===== config.mk =====
export PLATFORM = sky130hd
export DESIGN_NAME = tsnb_queue
export DESIGN_NICKNAME = d
export VERILOG_FILES = /design/src/hdl/tsnb_pkg.sv /design/src/hdl/tsnb_queue.sv
export SDC_FILE = /design/constraint.sdc
export NUM_CORES = 1
export LEC_CHECK = 0
export BUFFER_PORTS_ARGS = -buffer_cell sky130_fd_sc_hd__clkbuf_2
export CORE_MARGIN = 8
export CORE_UTILIZATION = 64
export CTS_BUF_LIST = sky130_fd_sc_hd__clkbuf_8
export CTS_CLUSTER_SIZE = 40
export DETAILED_ROUTE_END_ITERATION = 12
export MAX_ROUTING_LAYER = met4
export PLACE_DENSITY = 0.88
export SYNTH_ARGS = -nofsm -noshare
export SYNTH_HDL_FRONTEND = slang
export SYNTH_SLANG_ARGS = --single-unit

===== constraint.sdc =====
create_clock -name aclk -period 10.89 [get_ports aclk]
set_input_delay 0.5445 -clock aclk [delete_from_list [all_inputs] [get_ports aclk]]
set_output_delay 0.5445 -clock aclk [all_outputs]
set_load 0.01 [all_outputs]

===== src/hdl/tsnb_pkg.sv =====
// ----------------------------------------------------------------------------
// tsnb_pkg
// Shared types and constants of the texture sampler.
// ----------------------------------------------------------------------------
package tsnb_pkg;

    localparam int MaxWidth  = 256;
    localparam int MaxHeight = 256;
    localparam int XW        = $clog2(MaxWidth);
    localparam int YW        = $clog2(MaxHeight);
    localparam int SW        = XW + 1;
    localparam int AW        = XW + YW;

    localparam logic [1:0] OP_WRITE  = 2'd0;
    localparam logic [1:0] OP_READ   = 2'd1;
    localparam logic [1:0] OP_SAMPLE = 2'd2;
    localparam logic [1:0] OP_NONE   = 2'd3;

    localparam logic [1:0] REG_WIDTH  = 2'd0;
    localparam logic [1:0] REG_HEIGHT = 2'd1;
    localparam logic [1:0] REG_FILTER = 2'd2;

    localparam logic [17:0] ONE_Q16 = 18'h10000;

    typedef enum logic [1:0] {
        KIND_WRITE,
        KIND_READ,
        KIND_POINT,
        KIND_BLEND
    } kind_t;

    // Classified command handed from the front end to the back end.
    typedef struct packed {
        kind_t       kind;
        logic        zero;      // texel coordinates outside the active area
        logic [XW-1:0] x;
        logic [YW-1:0] y;
        logic [16:0] fx;        // Q1.16 weights
        logic [16:0] fy;
        logic [63:0] texel;
    } cmd_t;

    localparam int CmdW = $bits(cmd_t);

endpackage


===== src/hdl/tsnb_queue.sv =====
// ----------------------------------------------------------------------------
// tsnb_queue
// Four-entry command queue between the front end and the back end.
// ----------------------------------------------------------------------------
module tsnb_queue (
    input  logic           aclk,
    input  logic           aresetn,
    input  logic           in_valid,
    output logic           in_ready,
    input  tsnb_pkg::cmd_t in_cmd,
    output logic           out_valid,
    input  logic           out_ready,
    output tsnb_pkg::cmd_t out_cmd
);

    tsnb_pkg::cmd_t mem [4];
    logic [1:0] wp_reg, wp_next, rp_reg, rp_next;
    logic [2:0] cnt_reg, cnt_next;
    logic push, pop;

    assign in_ready  = cnt_reg != 3'd4;
    assign out_valid = cnt_reg != 3'd0;
    assign out_cmd   = mem[rp_reg];
    assign push      = in_valid && in_ready;
    assign pop       = out_valid && out_ready;

    always_comb begin
        wp_next  = push ? wp_reg + 2'd1 : wp_reg;
        rp_next  = pop ? rp_reg + 2'd1 : rp_reg;
        cnt_next = cnt_reg + 3'(push) - 3'(pop);
    end

    always_ff @(posedge aclk) begin
        if (!aresetn) begin
            wp_reg  <= '0;
            rp_reg  <= '0;
            cnt_reg <= '0;
        end else begin
            wp_reg  <= wp_next;
            rp_reg  <= rp_next;
            cnt_reg <= cnt_next;
        end
    end

    always_ff @(posedge aclk) begin
        if (push) begin
            mem[wp_reg] <= in_cmd;
        end
    end

endmodule


# Word-level counts from Yosys, hierarchy flattened
# Memory sizes are Yosys's and may differ from the RTL's. A register that Yosys moved wholly into a read port is not among the register bits.
# Cells that the tools add are included.
# W data, S select, Z words.
dict set report totals {
  out_inout_bits 119
  mem_count 1
  regBits 7
  ramBits 468
  wordCells 16
  input_bits 121
}
# memory words width read_ports rd_clocked_by_memory_dff wr line_no
set mem_list {}
lappend mem_list {mem 4 117 1 1 1 tsnb_queue.sv:16} ;# tsnb_pkg::cmd_t mem [4];
dict set report classes {
  addsub 4
  n_eq_ne 1
  n_reduce_logical 3
  muxes 4
}
# op count
set op_table {}
lappend op_table {{$add A2 B1 Y2 const B} 2}
lappend op_table {{$mux W2} 2}
lappend op_table {{$add A3 B1 Y3} 1}
lappend op_table {{$ne A3 B3 Y1 const B} 1}
lappend op_table {{$reduce_bool A3 Y1} 1}
lappend op_table {{$sub A3 B1 Y3} 1}
lappend op_table {{$logic_and A1 B1 Y1} 2}
lappend op_table {{$mux W1} 2}

# Longest topological paths before layout
dict set report depth {
  word_depth 4
  depth_mapped 11
  mapped_depth_nobuf 11
}

# Least setup slack after synthesis
# Ideal clock, no wire load.
dict set report synth_timing {
  kind {in2reg}
  from {input in_valid}
  to {memory mem[0][0] (netlist name), enable pin}
  required_ns 10.400
  setup_time_ns 0.490
  path_stages 2
  path_slack_ns 6.728
  arrival_ns 3.672
  path_buffers 0
  path_cell_list {a21boi_1 -> and2_1}
}
dict set report synth_via {
  elab_chain_len 3
}
# element line_no
set synth_rtl {}
lappend synth_rtl {{from (decl)} tsnb_queue.sv:8} ;# input logic in_valid,
lappend synth_rtl {{$logic_and A1 B1 Y1} tsnb_queue.sv:24} ;# assign push = in_valid && in_ready;
lappend synth_rtl {{$mux W1} tsnb_queue.sv:46} ;# if (push) begin
lappend synth_rtl {{$mux W1 (not written as such)} tsnb_queue.sv:47} ;# mem[wp_reg] <= in_cmd;
lappend synth_rtl {{to (decl)} tsnb_queue.sv:16}
# No other way between the ends.

==> run metrics <==
worst slew pin tran 1.04 ns; final std cells w/o fill 1,347; total global-route track usage 19.9%; DR pass1 iterations 4; Max Cap Viol 0; Worst Path Required 10.35 ns; port bufs 239; Critical Path Sink Type output pin; setup TNS 0 ns; Mapped Cells 659; Worst Clk Skew 0.0248 ns; Clock Latency Late Sink 0.56 ns; # IOs 240; Final Hold Vio Count 0; clock slew at reported path FFs 0.07 ns; cts hold-fix bufs 0; CP Data Arrival Time 3.08 ns; Combinational Power Share 21.2%; row count 60; Reg2Reg Depth 4; area delta synth->final 16.2%; Setup crit start kind flop; CTS Sinks 477; total number of vias 7,854; r2r startpoint cnt_reg[1]$_SDFF_PN0_; min Tclk post-route 3.62 ns; Avg Cell Area, Syn 26.3 um2; Initial Utilization 64.8%; Psw 1.22 mW; dpl ws 7.54 ns; top cells by area, synth edfxtp_1 81%, mux4_2 15%, dfxtp_1 1.0%; Max Root-Sink Buffers 3; period utilization 33.3%; leading cell types by count after synthesis 468 x edfxtp_1, 117 x mux4_2, 13 x buf_2; Async S/R FF share, synth 0%; hold crit path type input pin to flop; pin count of the biggest net entering global routing 68; Worst Slack Setup Final 7.27 ns; Worst Setup EP out_cmd[1]; ANT nets after route 0; share of layout cells above drive strength 1 45.2%; f_max 276 MHz; YS warnings 0; Post-CTS Setup Repair Bufs 0; CTS resizes 0; drt wl/cell 23.7 um; reg-to-reg slack, setup 7.65 ns; Max VDD drop 210 uV; count of cell types in the netlist 20; Core Region 26,700 um2; share of the synthesized area in the top cell type 81.2%; clock share of power 28.0%; P_leak 6.90 nW; RSZ-0062 raised after global routing no; Largest register FFs 468; P_int 3.35 mW; Slew Limit Fails 0; synthesized area 17,300 um2; vias in the first global route 8,509; Max H-tree Level 3; Slew headroom 30.8%; post-synthesis sequential element count 477; die height 180 um; HP Start in_cmd[28]; number of flops mapped to enable cells by yosys 468; Root Buffer clkbuf_8; PD cells 227 nW/um2; Placed Cells 1,219; Sw Share 26.8%; area leader, netlist edfxtp_1; final wirelength 32,000 um; count of final setup violators 0; CTS buffer count 70; worst r2r dst mem[3][37]$_DFFE_PP_; Worst Path Max Fanout 45; fraction of the yosys area taken by sequential cells 82.2%; Die Area 32,600 um2; initial antenna violation count 4; TritonCTS clock tree yes; Flop pwr share 50.9%; Die W 180 um; WHS 0.199 ns; count leader, synth edfxtp_1; first-pass GRT wire length 48,100 um; Crit Path Class flop to output pin; net count of the mapped netlist 787; remaining global-route overflow 0; status complete, no violations; DP HPWL 19,600 um; DRT iter0 DRCs 487; Vias/cell 5.83; final core occ 75.3%; DRC 0; Final Net Count 1,078; ys flop type edfxtp_1; GPL Wtd Cong 0.701
[metrics by stage]
step / instance area, um2 / total power, mW
6_report: 20100 / 4.57
5_1_grt: 20100 / 4.76
4_1_cts: 20100 / 4.63
3_5_place_dp: 18800 / 3.35
3_3_place_gp: 18800 / 3.32
2_1_floorplan: 17300 / 2.99
[logic make-up after synthesis]
| logic type | after synthesis | synth area share [%] |
|---|---|---|
| compound gates | 3 | 0.145 |
| xor+xnor | 4 | 0.202 |
| fa+ha+maj | 7 | 0.549 |
| buf+inv | 32 | 1.03 |
| flops | 477 | 82.2 |
| mux | 119 | 15.3 |
| simple gates | 17 | 0.528 |
[final cells by class]
| type | count | area [um2] |
|---|---|---|
| flip-flops and latches | 477 | 14200 |
| fillers | 1435 | 6610 |
| multi-input cells | 150 | 2910 |
| repair buffers | 246 | 1250 |
| clock buffers | 71 | 977 |
| well taps | 341 | 427 |
| clock inverters | 53 | 282 |
| inverters | 5 | 18.8 |
| diodes | 4 | 10.0 |
[critical path, stage by stage (launching register included)]
cell,delay (ns)
dfxtp_4,0.93
buf_4,0.75
mux4_2,0.64
clkbuf_2,0.16
[layout by cell type, fill, tap and decap left out, types with 5 or more instances in the layout]
cell,instances
mux4_2,117
ha_1,6
clkinv_2,6
clkbuf_2,239
clkbuf_8,71
inv_1,36
nand2_1,5
dfxtp_1,7
clkinv_1,9
edfxtp_1,468
buf_4,7
[power by group through the flow]
stage	sequential (mW)	clock, mW	combinational (mW)
global placement	2.35	0	0.964
finish	2.32	1.28	0.968
floorplan	2.31	0	0.675
global route	2.35	1.38	1.03
detailed placement	2.37	0	0.984
CTS	2.33	1.31	0.988
[how the worst min path moves through the flow]
stage               cells past startpoint                endpoint
global placement                        2  wp_reg[1]$_SDFFE_PN0P_
CTS                                     1    mem[2][75]$_DFFE_PP_
detailed placement                      2  wp_reg[0]$_SDFFE_PN0P_
global route                            1    mem[3][95]$_DFFE_PP_
finish                                  1    mem[1][28]$_DFFE_PP_
floorplan                               2  wp_reg[1]$_SDFFE_PN0P_
[per-layer routing]
layer  GRT usage [%]  vias up  part of all wire [%]
met3            6.31       48                   8.8
met5               -        -                     0
met1            24.2     4007                    39
met4            6.45        0                   1.9
met2            31.8      353                    50
li1                -     3446                     -
Note: power is estimated with default switching activity, not from simulation.
