File: src/hdl/tsnb_pkg.sv
// ----------------------------------------------------------------------------
// tsnb_pkg
// Shared types and constants of the texture sampler.
// ----------------------------------------------------------------------------
package tsnb_pkg;

    localparam int MaxWidth  = 256;
    localparam int MaxHeight = 256;
    localparam int XW        = $clog2(MaxWidth);
    localparam int YW        = $clog2(MaxHeight);
    localparam int SW        = XW + 1;
    localparam int AW        = XW + YW;

    localparam logic [1:0] OP_WRITE  = 2'd0;
    localparam logic [1:0] OP_READ   = 2'd1;
    localparam logic [1:0] OP_SAMPLE = 2'd2;
    localparam logic [1:0] OP_NONE   = 2'd3;

    localparam logic [1:0] REG_WIDTH  = 2'd0;
    localparam logic [1:0] REG_HEIGHT = 2'd1;
    localparam logic [1:0] REG_FILTER = 2'd2;

    localparam logic [17:0] ONE_Q16 = 18'h10000;

    typedef enum logic [1:0] {
        KIND_WRITE,
        KIND_READ,
        KIND_POINT,
        KIND_BLEND
    } kind_t;

    // Classified command handed from the front end to the back end.
    typedef struct packed {
        kind_t       kind;
        logic        zero;      // texel coordinates outside the active area
        logic [XW-1:0] x;
        logic [YW-1:0] y;
        logic [16:0] fx;        // Q1.16 weights
        logic [16:0] fy;
        logic [63:0] texel;
    } cmd_t;

    localparam int CmdW = $bits(cmd_t);

endpackage

File: src/hdl/tsnb_front.sv
// ----------------------------------------------------------------------------
// tsnb_front
// Classifies input beats and computes texel indices and blend weights.
// ----------------------------------------------------------------------------
module tsnb_front (
    input  logic                    aclk,
    input  logic                    aresetn,
    input  logic                    in_valid,
    output logic                    in_ready,
    input  logic [1:0]              op,
    input  logic [7:0]              tx,
    input  logic [7:0]              ty,
    input  logic signed [17:0]      cu,
    input  logic signed [17:0]      cv,
    input  logic [63:0]             texel,
    input  logic [tsnb_pkg::SW-1:0] w_in,
    input  logic [tsnb_pkg::SW-1:0] h_in,
    input  logic                    filt,
    output logic                    cmd_valid,
    input  logic                    cmd_ready,
    output tsnb_pkg::cmd_t          cmd
);

    // Stage 1: clamp, multiply by size minus one.
    logic              s1_valid_reg, s1_valid_next;
    logic [1:0]        s1_op_reg;
    logic              s1_in_reg;
    logic [7:0]        s1_tx_reg, s1_ty_reg;
    logic [26:0]       s1_px_reg, s1_py_reg;
    logic [63:0]       s1_tex_reg;
    logic [tsnb_pkg::SW-1:0] s1_wm1_reg, s1_hm1_reg;
    logic              s1_filt_reg;
    logic              s2_valid_reg, s2_valid_next;
    tsnb_pkg::cmd_t    s2_cmd_reg, s2_cmd_next;
    logic              s1_adv, s2_adv;

    logic [tsnb_pkg::SW-1:0] wc, hc;
    logic [16:0]       uc, vc;
    logic              ins;

    function automatic logic [16:0] clampc(input logic signed [17:0] c);
        if (c < 0) return 17'd0;
        if (c > $signed(tsnb_pkg::ONE_Q16)) return 17'h10000;
        return c[16:0];
    endfunction

    function automatic logic [tsnb_pkg::SW-1:0] clamps(input logic [tsnb_pkg::SW-1:0] s,
                                                      input logic [tsnb_pkg::SW-1:0] hi);
        if (s < tsnb_pkg::SW'(2)) return tsnb_pkg::SW'(2);
        if (s > hi) return hi;
        return s;
    endfunction

    always_comb begin
        wc  = clamps(w_in, tsnb_pkg::SW'(tsnb_pkg::MaxWidth));
        hc  = clamps(h_in, tsnb_pkg::SW'(tsnb_pkg::MaxHeight));
        uc  = clampc(cu);
        vc  = clampc(cv);
        ins = ({1'b0, tx} < wc) && ({1'b0, ty} < hc);
    end

    assign s2_adv   = !s2_valid_reg || cmd_ready;
    assign s1_adv   = !s1_valid_reg || s2_adv;
    assign in_ready = s1_adv;

    always_comb begin
        s1_valid_next = s1_adv ? in_valid : s1_valid_reg;
        s2_valid_next = s2_adv ? s1_valid_reg : s2_valid_reg;
    end

    always_ff @(posedge aclk) begin
        if (!aresetn) begin
            s1_valid_reg <= 1'b0;
            s2_valid_reg <= 1'b0;
        end else begin
            s1_valid_reg <= s1_valid_next;
            s2_valid_reg <= s2_valid_next;
        end
    end

    always_ff @(posedge aclk) begin
        if (s1_adv && in_valid) begin
            s1_op_reg   <= op;
            s1_in_reg   <= ins;
            s1_tx_reg   <= tx;
            s1_ty_reg   <= ty;
            s1_tex_reg  <= texel;
            s1_px_reg   <= 27'(uc * (wc - tsnb_pkg::SW'(1)));
            s1_py_reg   <= 27'(vc * (hc - tsnb_pkg::SW'(1)));
            s1_wm1_reg  <= wc - tsnb_pkg::SW'(1);
            s1_hm1_reg  <= hc - tsnb_pkg::SW'(1);
            s1_filt_reg <= filt;
        end
        if (s2_adv && s1_valid_reg) begin
            s2_cmd_reg <= s2_cmd_next;
        end
    end

    // Stage 2: integer index, edge pull-back, fractional weight.
    logic [10:0] ix, iy;
    always_comb begin
        ix = s1_px_reg[26:16];
        iy = s1_py_reg[26:16];
        s2_cmd_next       = '0;
        s2_cmd_next.texel = s1_tex_reg;
        s2_cmd_next.zero  = !s1_in_reg;
        s2_cmd_next.x     = s1_tx_reg[tsnb_pkg::XW-1:0];
        s2_cmd_next.y     = s1_ty_reg[tsnb_pkg::YW-1:0];
        case (s1_op_reg)
            tsnb_pkg::OP_WRITE: begin
                s2_cmd_next.kind = tsnb_pkg::KIND_WRITE;
            end
            tsnb_pkg::OP_READ: begin
                s2_cmd_next.kind = tsnb_pkg::KIND_READ;
            end
            default: begin
                if (!s1_filt_reg) begin
                    s2_cmd_next.kind = tsnb_pkg::KIND_POINT;
                end else begin
                    s2_cmd_next.kind = tsnb_pkg::KIND_BLEND;
                    if (ix >= 11'(s1_wm1_reg)) ix = 11'(s1_wm1_reg) - 11'd1;
                    if (iy >= 11'(s1_hm1_reg)) iy = 11'(s1_hm1_reg) - 11'd1;
                end
                s2_cmd_next.x  = ix[tsnb_pkg::XW-1:0];
                s2_cmd_next.y  = iy[tsnb_pkg::YW-1:0];
                s2_cmd_next.fx = 17'(s1_px_reg - {ix, 16'd0});
                s2_cmd_next.fy = 17'(s1_py_reg - {iy, 16'd0});
            end
        endcase
    end

    // Op 3 never reaches this unit, so every stage 2 entry is handed on.
    assign cmd_valid = s2_valid_reg;
    assign cmd       = s2_cmd_reg;

endmodule

File: config.mk
export PLATFORM = sky130hd
export DESIGN_NAME = tsnb_front
export DESIGN_NICKNAME = d
export VERILOG_FILES = /design/src/hdl/tsnb_pkg.sv /design/src/hdl/tsnb_front.sv
export SDC_FILE = /design/constraint.sdc
export NUM_CORES = 1
export LEC_CHECK = 0
export BUFFER_PORTS_ARGS = -buffer_cell sky130_fd_sc_hd__buf_2
export CELL_PAD_IN_SITES_DETAIL_PLACEMENT = 1
export CELL_PAD_IN_SITES_GLOBAL_PLACEMENT = 1
export CORE_MARGIN = 4
export CORE_UTILIZATION = 35
export CTS_CLUSTER_SIZE = 40
export DETAILED_ROUTE_END_ITERATION = 8
export PLACE_DENSITY_LB_ADDON = 0.1
export SLEW_MARGIN = 20
export SYNTH_ARGS = -nofsm -noshare
export SYNTH_HDL_FRONTEND = slang
export SYNTH_SLANG_ARGS = --single-unit
File: constraint.sdc
create_clock -name aclk -period 15.03 [get_ports aclk]
set_input_delay 1.503 -clock aclk [delete_from_list [all_inputs] [get_ports aclk]]
set_output_delay 1.503 -clock aclk [all_outputs]
set_load 0.005 [all_outputs]
# Word-level counts from Yosys, hierarchy flattened
# Index checks and enable logic that the tools add are counted.
# W data, S select, Z words.
[classes] add_sub_neg=8 eq_ne=1 bitwise_logic=0 shifts=0 div=0 mux=37 mul=2 n_reduce_logical=10 magnitude_cmp=12
[op_table] op="$mux W17" n=8
[op_table] op="$mux W9" n=8
[op_table] op="$mul A18 B10 Y27" n=2
[op_table] op="$mux W50" n=1
[op_table] op="$mux W8" n=6
[op_table] op="$gt A18 B18 Y1 const B" n=2
[op_table] op="$lt A18 B1 Y1 const B" n=2
[op_table] op="$sub A17 B17 Y17" n=2
[op_table] op="$ge A11 B9 Y1" n=2
[op_table] op="$sub A9 B1 Y10 const B" n=2
[op_table] op="$gt A9 B9 Y1 const B" n=2
[op_table] op="$lt A8 B9 Y1" n=2
[op_table] op="$lt A9 B2 Y1 const B" n=2
[op_table] op="$sub A9 B1 Y9 const B" n=2
[op_table] op="$sub A8 B1 Y8 const B" n=2
[op_table] op="$mux W1" n=13
[op_table] op="$pmux W2 S2" n=1
[op_table] op="$logic_and A1 B1 Y1" n=3
[op_table] op="$logic_not A1 Y1" n=3
[op_table] op="$eq A2 B1 Y1 const B" n=1
[op_table] op="$logic_not A2 Y1" n=1
[op_table] op="$logic_or A1 B1 Y1" n=2
[op_table] op="$reduce_or A2 Y1" n=1
[totals] ramBits=0 reg_bits=275 latchBits=0 out_inout_bits=119 memories=0 wordCells=89 rom_bits=0

# Longest topological paths before layout
[depth] depth_word=7 mapped_depth=31 depth_no_buf=29

# Worst setup path before layout
# No wires, ideal clock.
[synth_path] path_type="in2reg" startpoint="input port h_in[7] (netlist name)" endpoint="register s1_py_reg[23], data pin" arrival_ns=8.026 path_buffers=2 required_time_ns=14.772 slack_ns=6.746 cell_stages=29 setup_ns=0.258 cell_sequence="or2_1 > or4b_4 > o21a_1 > buf_2 > inv_2 > ha_1 > nand3_1 > nand3b_1 > xnor2_1 > inv_1 > clkbuf_1 > nand2_1 > fa_1 > inv_1 > fa_1 > fa_1 > fa_1 > inv_1 > fa_1 > inv_1 > ha_1 > and3_1 > o211ai_1 > o21ai_1 > nand4_1 > a311oi_1 > a41oi_1 > nor2b_1 > xnor2_1"
[synth_between] elab_chain_len=7
[synth_lines] element="start: declaration" line="tsnb_front.sv:17" text="input logic [tsnb_pkg::SW-1:0] h_in,"
[synth_lines] element="$gt A9 B9 Y1" line="tsnb_front.sv:50" text="if (s > hi) return hi;"
[synth_lines] element="$mux W1 (2 in series)" line="tsnb_front.sv:50"
[synth_lines] element="$mux W9" line="tsnb_front.sv:51" text="return s;"
[synth_lines] element="$mux W9 (*)" line="tsnb_front.sv:50"
[synth_lines] element="$sub A9 B1 Y10 (*)" line="tsnb_front.sv:89" text="s1_py_reg <= 27'(vc * (hc - tsnb_pkg::SW'(1)));"
[synth_lines] element="$mul A18 B10 Y27 (*)" line="tsnb_front.sv:89"
[synth_lines] element="end signal: assignment" line="tsnb_front.sv:89"
[synth_lines] element="end: declaration" line="tsnb_front.sv:29" text="logic [26:0] s1_px_reg, s1_py_reg;"
# Mark *: on every way between the ends. The rest lies on a longest branch, timed or not. The select of a mux whose other input is x is not followed.
# A chain may end at the register's enable or synchronous reset.

# Worst setup path after layout
# Same ends and word-level chain as after synthesis.

==> qor.csv <==
metric,value,unit
Post-synth top cells,"inv_1 (340), edfxtp_1 (273), fa_1 (238)",
crit-path max FO,17,
Detail Route Antenna Nets,0,
die area,65200,um^2
crit path from,h_in[7],
Die H,255,um
CTS H-tree depth,2,
post-CTS sizing,0,
PnR Total Power,2870,uW
clk slew on worst S/H paths,0.06,ns
"Slew Viols, Final",0,
"flops & latches, synth",275,
Layout area overhead,16.0,%
Place WS,5.12,ns
Max-cap violations,0,
Max clock buf depth,3,
"CP delay by family, top",adder cells,
Synth Area in Simple Gates,0.119,
Post-layout nets,2764,
Finish-stage setup viols,0,
Setup crit end kind,flip-flop,
hold crit path type,flip-flop to flip-flop,
Largest register FFs,117,
Fin Setup TNS,0,ns
Worst Tran Pin Value,0.954,ns
count of clock tree sinks,275,
Yosys cell types,68,
Placer Congestion,0.835,
Post-DP HPWL,49200,um
initial antenna violation count,7,
number of flops mapped to enable cells by yosys,273,
global route overflow,0,
Cell Pwr Density,116,nW/um^2
pin count of the biggest net entering global routing,67,
most numerous cell in the Yosys netlist,inv_1,
GRT Overall Usage,0.187,
Max-Slew Margin vs Limit,0.364,
main combinational cell family by area after synthesis,adder cells,
Setup Crit Path Kind,primary input to flip-flop,
I/O Pins,260,
drt total wl,60300,um
slowest cell on the critical path,xnor2_1,
status,"complete, no violations",
crit path time final,9.45,ns
Switching Fraction,0.346,
CP peak stage delay,0.66,ns
Yosys top cell by area,edfxtp_1,
XOR/XNOR Fraction of Synth Area,0.0278,
"Cell Area, Synth",21400,um^2
RR Endpoint,s1_wm1_reg[6],
first-pass GRT wire length,93100,um
Synth Area per Inst,11.2,um^2
critical path arrival,9.75,ns
Crit. path cell count,28,
Initial Util,0.354,
worst path required time,15.32,ns
number of cells produced by synthesis,1909,
Final Hold Fails,0,
share of the synthesized area in the top cell type,0.383,
DRT iter0 DRCs,635,
worst skew pair latency,0.56,ns
peak supply drop,0.0000694,V
Post-synth top flop,edfxtp_1,
final worst slack,5.58,ns
Clock power frac,0.284,
Int Pwr,1880,uW
CP dominant cell by count,fa_1,
final routed DRC violation total,0,
Synth warnings,0,
Num CTS Buffers,34,
post-CTS repair timing setup buffer count,0,
CP Launch Type,primary input,
CTS Hold Bufs,0,
worst hold slack,0.414,ns
drt pass-1 iters,5,
CTS tree,done,
crit path buf inv count,6,
fmax,0.106,GHz
via-per-instance ratio,4.79,
I/O Buffers,259,
DIE WIDTH,255,um
crit path to,s1_py_reg[23],
worst reg2reg path startpoint,cmd_valid,
vias,14400,
utilization after layout,0.411,
leakage,0.0114,uW
register area share after synthesis,0.385,
clock root cell,clkbuf_16,
ys async rst share,0,
register share of total power,0.356,
Worst Skew,0.0309,ns
Worst R2R Setup Slack,11.88,ns
vias in the first global route,15700,
per-cell routed wire length,20.1,um
period utilization,0.629,
Worst R2R Path Depth,5,
layout cells sized above 1,0.175,
mux contribution to synthesized area,0.0150,
Site Rows,90,
Comb power frac,0.360,
Core Region,60500,um^2
synth top area cells,"edfxtp_1 (38%), fa_1 (22%), ha_1 (11%)",
Synth Area in Adders,0.331,
Psw,992,uW
unrepaired setup endpoints after global routing,false,
compound-gate portion of the synthesized area,0.0502,
## cells in the final DEF, fill, tap and decap left out, drive strengths merged, types with 42 or more instances in the layout
cell type | synthesis | routed
ha | 186 | 186
inv | 344 | 345
a21oi | 47 | 47
nand2 | 214 | 214
clkbuf | 45 | 42
fa | 238 | 238
xnor2 | 46 | 46
and2 | 62 | 62
nor2 | 152 | 152
buf | 11 | 278
edfxtp | 273 | 273
## power by group through the flow
| stage | Clock (uW) | Combinational [uW] | Sequential [uW] |
|---|---|---|---|
| detailed placement | 0 | 1040 | 1040 |
| global route | 872 | 1190 | 1030 |
| global placement | 0 | 1020 | 1040 |
| CTS | 849 | 1050 | 1020 |
| finish | 814 | 1030 | 1020 |
| floorplan | 0 | 728 | 1030 |
## layout make-up
type / count / area, um^2
Antenna cell: 2 / 5.00
Inverter: 344 / 1290
Sequential cell: 275 / 8240
Timing Repair Buffer: 278 / 1440
Fill cell: 6595 / 35600
Clock buffer: 42 / 881
Multi-Input combinational cell: 1266 / 11800
Clock inverter: 18 / 218
Tap cell: 782 / 978
## how the worst min path moves through the flow
stage,cells past startpoint,startpoint,to,slack (ns)
3_5_place_dp,0,s1_tex_reg[41],cmd[41],0.41
5_1_grt,0,s1_tex_reg[41],cmd[41],0.42
2_1_floorplan,0,s1_tex_reg[0],cmd[0],0.40
4_1_cts,0,s1_tex_reg[8],cmd[8],0.42
6_report,0,s1_tex_reg[41],cmd[41],0.41
3_3_place_gp,0,s1_tex_reg[27],cmd[27],0.40
## logic make-up after synthesis
logic type	after synthesis
other	2
muxes	29
DFF	275
adders and majority gates	424
AOI/OAI and AO/OA	158
xor gates and xnor gates	65
buffers and inverters	400
and+or+nand+nor	556
## stage by stage
stage,area [um^2],instances
floorplan,21500,1941
global placement,23700,2945
detailed placement,23700,2945
CTS,24800,3005
global route,24800,3005
finish,24800,3007
## routing by layer
metal | track usage | vias up | part of all wire
met5 | 0 | - | 0.00093
met4 | 0.0362 | 8 | 0.016
met3 | 0.0297 | 64 | 0.060
met2 | 0.284 | 329 | 0.43
met1 | 0.287 | 7253 | 0.50
li1 | - | 6739 | -
(Power assumes the default switching activity.)
